===== config.mk =====
export PLATFORM = sky130hd
export DESIGN_NAME = heartbeat_keepalive_monitor
export DESIGN_NICKNAME = d
export VERILOG_FILES = /design/src/rtl/hkm_pkg.sv /design/src/rtl/hkm_cfg.sv /design/src/rtl/hkm_core.sv /design/src/rtl/heartbeat_keepalive_monitor.sv
export SDC_FILE = /design/constraint.sdc
export NUM_CORES = 2
export LEC_CHECK = 0
export BUFFER_PORTS_ARGS = -buffer_cell sky130_fd_sc_hd__buf_2
export CAP_MARGIN = 40
export CORE_UTILIZATION = 30
export CTS_BUF_LIST = sky130_fd_sc_hd__clkbuf_2 sky130_fd_sc_hd__clkbuf_4 sky130_fd_sc_hd__clkbuf_8
export DETAILED_ROUTE_END_ITERATION = 10
export PLACE_DENSITY = 0.58
export SYNTH_ARGS = -nofsm -noshare
export SYNTH_HDL_FRONTEND = slang
export SYNTH_HIERARCHICAL = 1
export SYNTH_SLANG_ARGS = --single-unit

===== constraint.sdc =====
create_clock -name clk -period 25.3 [get_ports clk]
set_input_delay 1.265 -clock clk [delete_from_list [all_inputs] [get_ports clk]]
set_output_delay 1.265 -clock clk [all_outputs]
set_load 0.02 [all_outputs]

===== src/rtl/hkm_pkg.sv =====
// hkm_pkg: shared types and constants for the heartbeat keepalive monitor.
// Used by hkm_cfg, hkm_core and heartbeat_keepalive_monitor.
package hkm_pkg;

  localparam int TIME_BITS = 48;
  localparam int PADDR_BITS = 3;

  localparam logic [15:0] PERIOD_RST  = 16'd1000;
  localparam logic [3:0]  RETRIES_RST = 4'd3;

  typedef enum logic [0:0] {
    REG_PERIOD  = 1'b0,
    REG_RETRIES = 1'b1
  } reg_idx_t;

  typedef enum logic [2:0] {
    REQ_TICK       = 3'd0,
    REQ_READ       = 3'd1,
    REQ_PONG       = 3'd2,
    REQ_CONNECT    = 3'd3,
    REQ_DISCONNECT = 3'd4
  } req_t;

  typedef struct packed {
    logic [15:0] heartbeat_period_ms;
    logic [3:0]  max_retries;
  } cfg_t;

  typedef struct packed {
    logic [2:0]           req_type;
    logic [TIME_BITS-1:0] now_ms;
    logic [TIME_BITS-1:0] pong_time_ms;
  } item_t;

  typedef struct packed {
    logic               send_ping;
    logic               drop_link;
    logic signed [31:0] rtt_ms;
    logic signed [31:0] min_rtt_ms;
    logic signed [31:0] max_rtt_ms;
    logic [3:0]         retries_left;
    logic [63:0]        idle_time_ms;
    logic [63:0]        work_time_ms;
  } result_t;

endpackage


===== src/rtl/hkm_cfg.sv =====
// hkm_cfg: APB-style register file holding the heartbeat period and retry limit.
// Depends on hkm_pkg.
module hkm_cfg (
  input  logic                           clk,
  input  logic                           rst,
  input  logic                           psel,
  input  logic                           penable,
  input  logic                           pwrite,
  input  logic [hkm_pkg::PADDR_BITS-1:0] paddr,
  input  logic [31:0]                    pwdata,
  output logic [31:0]                    prdata,
  output logic                           pready,
  output hkm_pkg::cfg_t                  cfg
);
  import hkm_pkg::*;

  logic     wr;
  reg_idx_t idx;

  assign pready = 1'b1;
  assign idx    = reg_idx_t'(paddr[2]);
  assign wr     = psel && penable && pwrite && pready;

  always_ff @(posedge clk) begin
    if (rst) begin
      cfg.heartbeat_period_ms <= PERIOD_RST;
      cfg.max_retries         <= RETRIES_RST;
    end else if (wr) begin
      case (idx)
        REG_PERIOD:  cfg.heartbeat_period_ms <= pwdata[15:0];
        REG_RETRIES: cfg.max_retries         <= pwdata[3:0];
        default: ;
      endcase
    end
  end

  always_comb begin
    case (idx)
      REG_PERIOD:  prdata = {16'd0, cfg.heartbeat_period_ms};
      REG_RETRIES: prdata = {28'd0, cfg.max_retries};
      default:     prdata = 32'd0;
    endcase
  end

endmodule


===== src/rtl/hkm_core.sv =====
// hkm_core: link state registers and the single-pass event update logic.
// Depends on hkm_pkg; result is combinational from the next state.
module hkm_core (
  input  logic             clk,
  input  logic             rst,
  input  hkm_pkg::cfg_t    cfg,
  input  hkm_pkg::item_t   item,
  input  logic             fire,
  output hkm_pkg::result_t res
);
  import hkm_pkg::*;

  logic                 connected, connected_next;
  logic [TIME_BITS-1:0] last_read_time, last_read_time_next;
  logic                 ping_sent, ping_sent_next;
  logic [TIME_BITS-1:0] last_pong_time, last_pong_time_next;
  logic signed [31:0]   rtt_value, rtt_value_next;
  logic signed [31:0]   min_rtt, min_rtt_next;
  logic signed [31:0]   max_rtt, max_rtt_next;
  logic [3:0]           retry_count, retry_count_next;
  logic [63:0]          idle_total, idle_total_next;
  logic [63:0]          work_total, work_total_next;

  logic [TIME_BITS-1:0] quiet, since, diff;
  logic signed [37:0]   period_s, max_ext, thr, d_ext, d20;
  logic signed [63:0]   sd;
  logic signed [31:0]   d;
  logic                 lost, ping, drop, clear;

  // elapsed times and thresholds
  always_comb begin
    quiet    = item.now_ms - last_read_time;
    since    = item.now_ms - last_pong_time;
    diff     = item.now_ms - item.pong_time_ms;
    period_s = $signed({22'd0, cfg.heartbeat_period_ms});
    max_ext  = 38'(max_rtt);
    thr      = period_s + (max_ext <<< 3) + (max_ext <<< 1);
    lost     = (rtt_value < 0) || thr[37] || (64'(since) > 64'(unsigned'(thr)));
    sd       = 64'(signed'(diff));
    if (sd < -64'sd2147483648) begin
      d = 32'sh8000_0000;
    end else if (sd > 64'sd2147483647) begin
      d = 32'sh7fff_ffff;
    end else begin
      d = sd[31:0];
    end
    d_ext = 38'(d);
    d20   = (d_ext <<< 4) + (d_ext <<< 2);
  end

  always_comb begin
    connected_next      = connected;
    last_read_time_next = last_read_time;
    ping_sent_next      = ping_sent;
    last_pong_time_next = last_pong_time;
    rtt_value_next      = rtt_value;
    min_rtt_next        = min_rtt;
    max_rtt_next        = max_rtt;
    retry_count_next    = retry_count;
    idle_total_next     = idle_total;
    work_total_next     = work_total;
    ping                = 1'b0;
    drop                = 1'b0;
    clear               = 1'b0;
    case (item.req_type)
      REQ_TICK: begin
        if (!connected) begin
          idle_total_next = idle_total + 64'(cfg.heartbeat_period_ms);
        end else begin
          work_total_next = work_total + 64'(cfg.heartbeat_period_ms);
          if (quiet >= TIME_BITS'(cfg.heartbeat_period_ms)) begin
            if (retry_count == 4'd0) begin
              clear = 1'b1;
              drop  = 1'b1;
            end else begin
              if (ping_sent && lost) begin
                retry_count_next = retry_count - 4'd1;
              end
              ping_sent_next = 1'b1;
              ping           = 1'b1;
            end
          end
        end
      end
      REQ_READ: begin
        if (connected) begin
          last_read_time_next = item.now_ms;
        end
      end
      REQ_PONG: begin
        if (connected) begin
          last_pong_time_next = item.now_ms;
          rtt_value_next      = d;
          if (min_rtt > d) begin
            min_rtt_next = d;
          end
          if ((max_rtt < d) && (d20 < period_s)) begin
            max_rtt_next = d;
          end
          retry_count_next = cfg.max_retries;
        end
      end
      REQ_CONNECT: begin
        connected_next = 1'b1;
      end
      REQ_DISCONNECT: begin
        clear = 1'b1;
      end
      default: ;
    endcase
    if (clear) begin
      connected_next      = 1'b0;
      last_read_time_next = '0;
      ping_sent_next      = 1'b0;
      last_pong_time_next = '0;
      rtt_value_next      = -32'sd1;
      min_rtt_next        = $signed({16'd0, cfg.heartbeat_period_ms});
      max_rtt_next        = -$signed({16'd0, cfg.heartbeat_period_ms});
      retry_count_next    = cfg.max_retries;
    end
  end

  always_comb begin
    res.send_ping    = ping;
    res.drop_link    = drop;
    res.rtt_ms       = rtt_value_next;
    res.min_rtt_ms   = min_rtt_next;
    res.max_rtt_ms   = max_rtt_next;
    res.retries_left = retry_count_next;
    res.idle_time_ms = idle_total_next;
    res.work_time_ms = work_total_next;
  end

  always_ff @(posedge clk) begin
    if (rst) begin
      connected      <= 1'b0;
      last_read_time <= '0;
      ping_sent      <= 1'b0;
      last_pong_time <= '0;
      rtt_value      <= -32'sd1;
      min_rtt        <= $signed({16'd0, PERIOD_RST});
      max_rtt        <= -$signed({16'd0, PERIOD_RST});
      retry_count    <= RETRIES_RST;
      idle_total     <= '0;
      work_total     <= '0;
    end else if (fire) begin
      connected      <= connected_next;
      last_read_time <= last_read_time_next;
      ping_sent      <= ping_sent_next;
      last_pong_time <= last_pong_time_next;
      rtt_value      <= rtt_value_next;
      min_rtt        <= min_rtt_next;
      max_rtt        <= max_rtt_next;
      retry_count    <= retry_count_next;
      idle_total     <= idle_total_next;
      work_total     <= work_total_next;
    end
  end

endmodule


===== src/rtl/heartbeat_keepalive_monitor.sv =====
// heartbeat_keepalive_monitor: top level of the link keepalive monitor.
// Event channel in, one result word per event out, APB-style config port.
// Depends on hkm_pkg, hkm_cfg and hkm_core.
//
// Usage:
//   item / item_valid / item_ready carry one event word (tick, read, pong,
//   connect, disconnect). result / result_valid / result_ready return one
//   word per event: ping and drop flags, rtt statistics, retries left and
//   the idle and work time totals after the event.
//   The event word is registered in the input register when accepted; the
//   state update and result register load in one pass through hkm_core as
//   the word advances, once the result register is empty or being taken.
//   Throughput is one event per cycle while result_ready is high.
//   While result waits on result_ready the input register still takes one
//   more word; item_ready drops only when both registers are full.
//   Synchronous reset clears both stages, sets the period to 1000 ms and
//   the retry limit to 3, and returns the link state to disconnected.
//   The period and retry registers are written through psel/penable/pwrite
//   at byte addresses 0 and 4; pready is always high.
module heartbeat_keepalive_monitor (
  input  logic                           clk,
  input  logic                           rst,
  input  logic                           item_valid,
  output logic                           item_ready,
  input  hkm_pkg::item_t                 item,
  output logic                           result_valid,
  input  logic                           result_ready,
  output hkm_pkg::result_t               result,
  input  logic                           psel,
  input  logic                           penable,
  input  logic                           pwrite,
  input  logic [hkm_pkg::PADDR_BITS-1:0] paddr,
  input  logic [31:0]                    pwdata,
  output logic [31:0]                    prdata,
  output logic                           pready
);
  import hkm_pkg::*;

  cfg_t    cfg;
  item_t   stage;
  logic    stage_valid;
  logic    adv;
  result_t res;

  assign adv        = stage_valid && (!result_valid || result_ready);
  assign item_ready = !stage_valid || adv;

  hkm_cfg u_cfg (
    .clk     (clk),
    .rst     (rst),
    .psel    (psel),
    .penable (penable),
    .pwrite  (pwrite),
    .paddr   (paddr),
    .pwdata  (pwdata),
    .prdata  (prdata),
    .pready  (pready),
    .cfg     (cfg)
  );

  hkm_core u_core (
    .clk  (clk),
    .rst  (rst),
    .cfg  (cfg),
    .item (stage),
    .fire (adv),
    .res  (res)
  );

  always_ff @(posedge clk) begin
    if (rst) begin
      stage_valid  <= 1'b0;
      result_valid <= 1'b0;
    end else begin
      stage_valid  <= (item_valid && item_ready) || (stage_valid && !adv);
      result_valid <= adv || (result_valid && !result_ready);
    end
  end

  always_ff @(posedge clk) begin
    if (item_valid && item_ready) begin
      stage <= item;
    end
    if (adv) begin
      result <= res;
    end
  end

endmodule


# == After elaboration in Yosys (flattened, before gate mapping) ==
# Index checks and enable logic that the tools add are counted.
# totals
register_bits,677
latch_bits,0
ramBits,0
romBits,0
input_bits,141
out_inout_bits,265
n_memories,0
# op_classes
add_sub_neg,10
multipliers,0
div,0
magnitude_cmp,8
eq_ne,5
shifts,0
mux,42
bitwise_logic,1
n_reduce_logical,33
# ops
op,n
$mux W32,13
$mux W64,4
$mux W48,5
$sub A48 B48 Y48,3
$add A64 B16 Y64,2
$pmux W32 S2,1
$ge A48 B16 Y1,1
$gt A48 B32 Y1 const B,1
$gt A48 B38 Y1,1
$lt A48 B32 Y1 const B,1
$lt A38 B17 Y1,1
$add A36 B33 Y37,1
$add A36 B34 Y37,1
$add A17 B35 Y36,1
$gt A32 B32 Y1,1
$lt A32 B1 Y1 const B,1
$lt A32 B32 Y1,1
$neg A16 Y32,1
$mux W4,6
$reduce_bool A2 Y1,6
$mux W1,11
$reduce_and A3 Y1,3
$logic_and A1 B1 Y1,8
$pmux W4 S2,1
13 further kinds,24

# == Depth between registers and ports, before layout ==
# logic_depth
word_depth,11
mapped_depth,41

# == Modules after synthesis ==
# Netlist, hierarchy kept.
# modules_own_cells
module,instances,cells_each,area_per_inst_um2,seq_area_each_um2
hkm_core,1,4601,34226.6,6526.3
heartbeat_keepalive_monitor,1,339,9983.3,9919.5
hkm_cfg,1,124,1143.6,400.4

# == Worst setup path before layout ==
# No wires, ideal clock.
# synth_timing
kind,register to register
startpoint,register stage[52] (netlist name)
endpoint,"register result[132] (netlist name), data pin"
setup_time_ns,0.278
arrival_time_ns,8.492
required_ns,25.022
path_slack_ns,16.530
stages_incl_launch_ff,40
period_less_slack_ns,8.770
path_cell_list,edfxtp_1 ha_1 a21o_1 or3_1 o22a_1 buf_2 a211oi_1 or4_1 a21oi_1 a211o_1 xnor2_1 a31oi_1 clkbuf_1 o21ai_0 inv_1 ha_1 fa_1 a211oi_1 [... 4 more ...] nand2b_1 xor2_1 ha_1 a2111oi_0 o2111ai_1 nor4_1 nand3_1 nor4b_1 nand4_1 a2111oi_0 a21oi_1 a311o_1 nor2_1 mux2i_1 buf_2 clkbuf_1 nand3_1 o221ai_1
# synth_rtl
element,line,rtl
start: declaration,heartbeat_keepalive_monitor.sv:40,item_t stage;
start signal: assignment,heartbeat_keepalive_monitor.sv:82,stage <= item;
end signal: assignment,heartbeat_keepalive_monitor.sv:85,result <= res;
end: declaration,heartbeat_keepalive_monitor.sv:28,"output hkm_pkg::result_t result,"

# == Final worst setup path ==
# layout_timing
startpoint,register stage[48] (netlist name)
endpoint,register u_core.max_rtt[8]
# layout_via
elab_chain_len,11
# layout_lines
element,line,rtl
$sub A48 B48 Y48,hkm_core.sv:34,diff = item.now_ms - item.pong_time_ms;
$gt A48 B32 Y1,hkm_core.sv:42,end else if (sd > 64'sd2147483647) begin
$mux W32,hkm_core.sv:42,
$mux W32,hkm_core.sv:40,if (sd < -64'sd2147483648) begin
$add A36 B34 Y37,hkm_core.sv:48,d20 = (d_ext <<< 4) + (d_ext <<< 2);
$lt A38 B17 Y1,hkm_core.sv:97,if ((max_rtt < d) && (d20 < period_s)) begin
$logic_and A1 B1 Y1,hkm_core.sv:97,
$mux W32,hkm_core.sv:97,
$mux W32,hkm_core.sv:91,if (connected) begin
$mux W32,hkm_core.sv:65,case (item.req_type)
$mux W32 *,hkm_core.sv:111,if (clear) begin
end signal: assignment,hkm_core.sv:142,"max_rtt <= -$signed({16'd0, PERIOD_RST});"
end signal: assignment,hkm_core.sv:153,max_rtt <= max_rtt_next;
end: declaration,hkm_core.sv:19,"logic signed [31:0] max_rtt, max_rtt_next;"
# Mark *: on every way between the ends. The rest lies on a longest branch, timed or not.
# A chain may end at the register's enable or synchronous reset.

==> impl_metrics.csv <==
group,metric,value,unit
critical_path,crit_buf_inv,4,
floorplanning,die_w,390.8,um
layout,multi_input_area,26300,um2
clocking,cts_max_level,3,
critical_path,r2r-start,"stage[48]$_DFFE_PP_",
power_and_ir_drop,p_clk_share,34.7,%
grt,grt_use_total,19.58,%
logic_synthesis,synth_cell_type_count,105,
job,max_cap_violations,0,
clocking,postCtsHoldBufs,0,
layout,areaGrowthSynthToFinish,15.31,%
sta,timing.hold.ws,0.4727,ns
logic_synthesis,syn-instance-count,5064,
power_and_ir_drop,sequentialPowerShare,35.9,%
power_and_ir_drop,p_sw,1.166,mW
logic_synthesis,synth.area.top_cells,"edfxtp_1, dfxtp_1, ha_1, nor2_1, xnor2_1",
logic_synthesis,seq_area_frac_synth,37.14,%
layout,fillCellCount,15590,
critical_path,reg2reg_depth,39,
sta,period_minus_slack,12.19,ns
routing,wl_per_cell,20.51,um
clocking,clkSinkCount,677,
critical_path,crit-reg2reg-capture,"u_core/max_rtt[8]$_SDFFE_PP0P_",
routing,drtPass1Iterations,5,
routing,drc,0,
clocking,ctsResizeCount,0,
clocking,insertion_delay,0.87,ns
logic_synthesis,synth_flop_cell,"dfxtp_1",
critical_path,cp_common_cell,"o21ai_0",
sta,slew_viol_final,0,
critical_path,start_kind,"flop",
sta,finalHoldViolCount,0,
clocking,clock_path_buffers,3,
power_and_ir_drop,switching_share,34.78,%
logic_synthesis,yosysWarnings,6,
logic_synthesis,synth_top_cell_by_area,"edfxtp_1",
critical_path,crit_required,26.03,ns
sta,tightestPinTransition,0.9025,ns
place,routabilityCongestion,0.9395,
sta,fin_crit_sh,48.16,%
place,port_buffers,370,
layout,fin_nets,5966,
critical_path,cp.depth,39,
power_and_ir_drop,peakVddDrop,0.04423,mV
outcome,status,"complete, no violations",
power_and_ir_drop,p_int,2.187,mW
clocking,cts-root-buf,"clkbuf_8",
routing,drt_iter0_markers,3217,
routing,num_vias,39640,
critical_path,worstSetupEndpointType,"flop",
power_and_ir_drop,pwr_density_cell,64.13,nW/um2
critical_path,slowest_stage,"nand2_1",
logic_synthesis,yosys.area.top_type_share,21.78,%
layout,fin_util,34.88,%
critical_path,cp-startpoint,"stage[48]$_DFFE_PP_",
worst_hold_path,hold_class,"flop to flop",
grt,grt_pass1_wl,230000,um
clocking,path_clk_slew,0.06,ns
critical_path,crit_type,"flop to flop",
power_and_ir_drop,comb_power_share,29.4,%
sta,setup_violations,0,
critical_path,reg2reg_slack,13.11,ns
logic_synthesis,netlist_area,45350,um2
grt,gr-total-overflow,0,
routing,viasPerCell,5.255,
clocking,cts_tree,"built",
power_and_ir_drop,leakagePower,20.89,nW
routing,ant_nets,0,
grt,grt_start_max_net_pins,113,
grt,grt_pass1_vias,37370,
floorplanning,die_h,390.8,um
logic_synthesis,synth-edff-count,329,
logic_synthesis,synth-seq-cells,677,
clocking,cts_buffers,120,
sta,rsz0062_at_grt,"false",
critical_path,crit_end,"u_core/max_rtt[8]$_SDFFE_PP0P_",
logic_synthesis,avgSynthCellArea,8.956,um2
floorplanning,rows,142,
critical_path,cp_max_fo,51,
floorplanning,initial_core_util,30.24,%
sta,skew,0.06796,ns
sta,fmaxAchievable,82.07,MHz
floorplanning,core,150000,um2
floorplanning,io_pins,406,
critical_path,arrival,12.92,ns
sta,tns,0,ns
sta,relSlewSlack,38.28,%
critical_path,crit_family,"compound AO/OA/AOI/OAI gates",
clocking,cts_setup_buffers,0,
worst_hold_path,holdCritStartpoint,"u_core/min_rtt[10]$_SDFFE_PP0P_",
layout,layout-drive-gt1-share,14.16,%
floorplanning,die-area,152700,um2
routing,wl,154700,um
grt,antenna_found_initial,7,
logic_synthesis,async_reset_ff_share,0,%
power_and_ir_drop,p_total,3.354,mW
layout,seqCellArea,16850,um2
place,place_hpwl,118500,um
critical_path,slowest_delay,0.77,ns
placed cells by master (no fill, tap or decap), drive strengths merged, types with 95 or more instances in the layout:
| cell type | n |
|---|---|
| a21o | 145 |
| a21oi | 331 |
| a22oi | 111 |
| buf | 471 |
| clkbuf | 171 |
| dfxtp | 348 |
| edfxtp | 329 |
| ha | 390 |
| inv | 313 |
| nand2 | 388 |
| nand3 | 157 |
| nand4 | 95 |
| nor2 | 512 |
| o21ai | 246 |
| xnor2 | 194 |
| xor2 | 154 |
sequential cells by signal, summed over array words and instances (netlist names), 32 cells and up:
register	flops
result	230
u_core/max_rtt	32
u_core/min_rtt	32
stage	99
u_core/idle_total	64
u_core/rtt_value	32
u_core/last_pong_time	48
u_core/work_total	64
u_core/last_read_time	48
power by group through the flow:
stage          sequential, mW  clock (mW)  combinational, mW
6_report                 1.20        1.16              0.985
5_1_grt                  1.21        1.25               1.07
4_1_cts                  1.20        1.20              0.968
3_5_place_dp             1.23           0              0.962
3_3_place_gp             1.23           0              0.956
2_1_floorplan            1.24           0              0.630
cell usage after synthesis (all sizes together), types with 17 or more instances:
library cell	count
a31oi	26
o31ai	31
ha	390
and3	66
a21oi	331
o21a	51
nor3b	17
xnor2	194
and4	21
nor2b	57
edfxtp	329
a22oi	111
a2111oi	20
o21bai	29
nor3	93
and2	29
xor2	154
mux2i	73
a211o	20
fa	20
dfxtp	348
nand2b	64
nand2	388
or2	25
a211oi	57
a311oi	18
nand4	95
clkbuf	185
o2111ai	17
o211ai	70
a2bb2oi	31
nor2	512
a21o	145
o21ai	246
nor4	31
inv	307
or3	30
nand3	157
buf	72
metrics by stage:
| step | worst slack, ns | instance area (um2) | std cells |
|---|---|---|---|
| 6_report | 13.11 | 52300 | 7542 |
| 5_1_grt | 12.58 | 52300 | 7541 |
| 4_1_cts | 13.43 | 52270 | 7536 |
| 3_5_place_dp | 13.51 | 49530 | 7308 |
| 3_3_place_gp | 13.58 | 49330 | 7292 |
| 2_1_floorplan | 16.53 | 45410 | 5079 |
final cells by class:
class | instances | share of cell area [%]
repair buffers | 471 | 5.199
well taps | 2016 | 4.823
clock inverters | 57 | 1.239
multi-input cells | 3837 | 50.29
clock buffers | 171 | 3.998
inverters | 308 | 2.211
flip-flops and latches | 677 | 32.21
diodes | 5 | 0.02392
metal layers:
metal | global-route usage [%] | share of wire [%] | up-vias
met1 | 26.22 | 45 | 18960
met5 | 0 | 0 | -
met3 | 3.311 | 6.3 | 220
li1 | - | - | 19180
met4 | 7.059 | 3.5 | 0
met2 | 31.51 | 45 | 1270
worst min-delay path by stage:
stage,to,slack [ns],cells after the start
finish,u_core/min_rtt[10]$_SDFFE_PP0P_,0.47,2
global route,stage[40]$_DFFE_PP_,0.49,1
CTS,u_core/min_rtt[10]$_SDFFE_PP0P_,0.47,2
detailed placement,u_core/min_rtt[10]$_SDFFE_PP0P_,0.46,2
global placement,u_core/min_rtt[4]$_SDFFE_PP0P_,0.46,2
floorplan,u_core/min_rtt[10]$_SDFFE_PP0P_,0.44,2
worst register-to-register path: cells and delay by family, from the launching register on:
family                   cells  cell delay, ns
buffers and inverters        4            0.90
XOR/XNOR                     1            0.15
flip-flops                   1            0.44
AND/OR/NAND/NOR             13            4.10
AO/OA/AOI/OAI               15            4.99
adder cells (fa/ha/maj)      4            1.19
multiplexers                 2            0.27
kinds of logic after synthesis:
kind of cell | count (synthesis) | synth area share (%)
simple gates | 1629 | 17.26
compound gates | 1347 | 20.12
flops | 677 | 37.14
buf+inv | 565 | 5.159
fa+ha+maj | 410 | 11.64
xor+xnor | 348 | 6.720
mux | 86 | 1.934
other cells | 2 | 0.01656
Note: power is estimated with default switching activity, not from simulation.
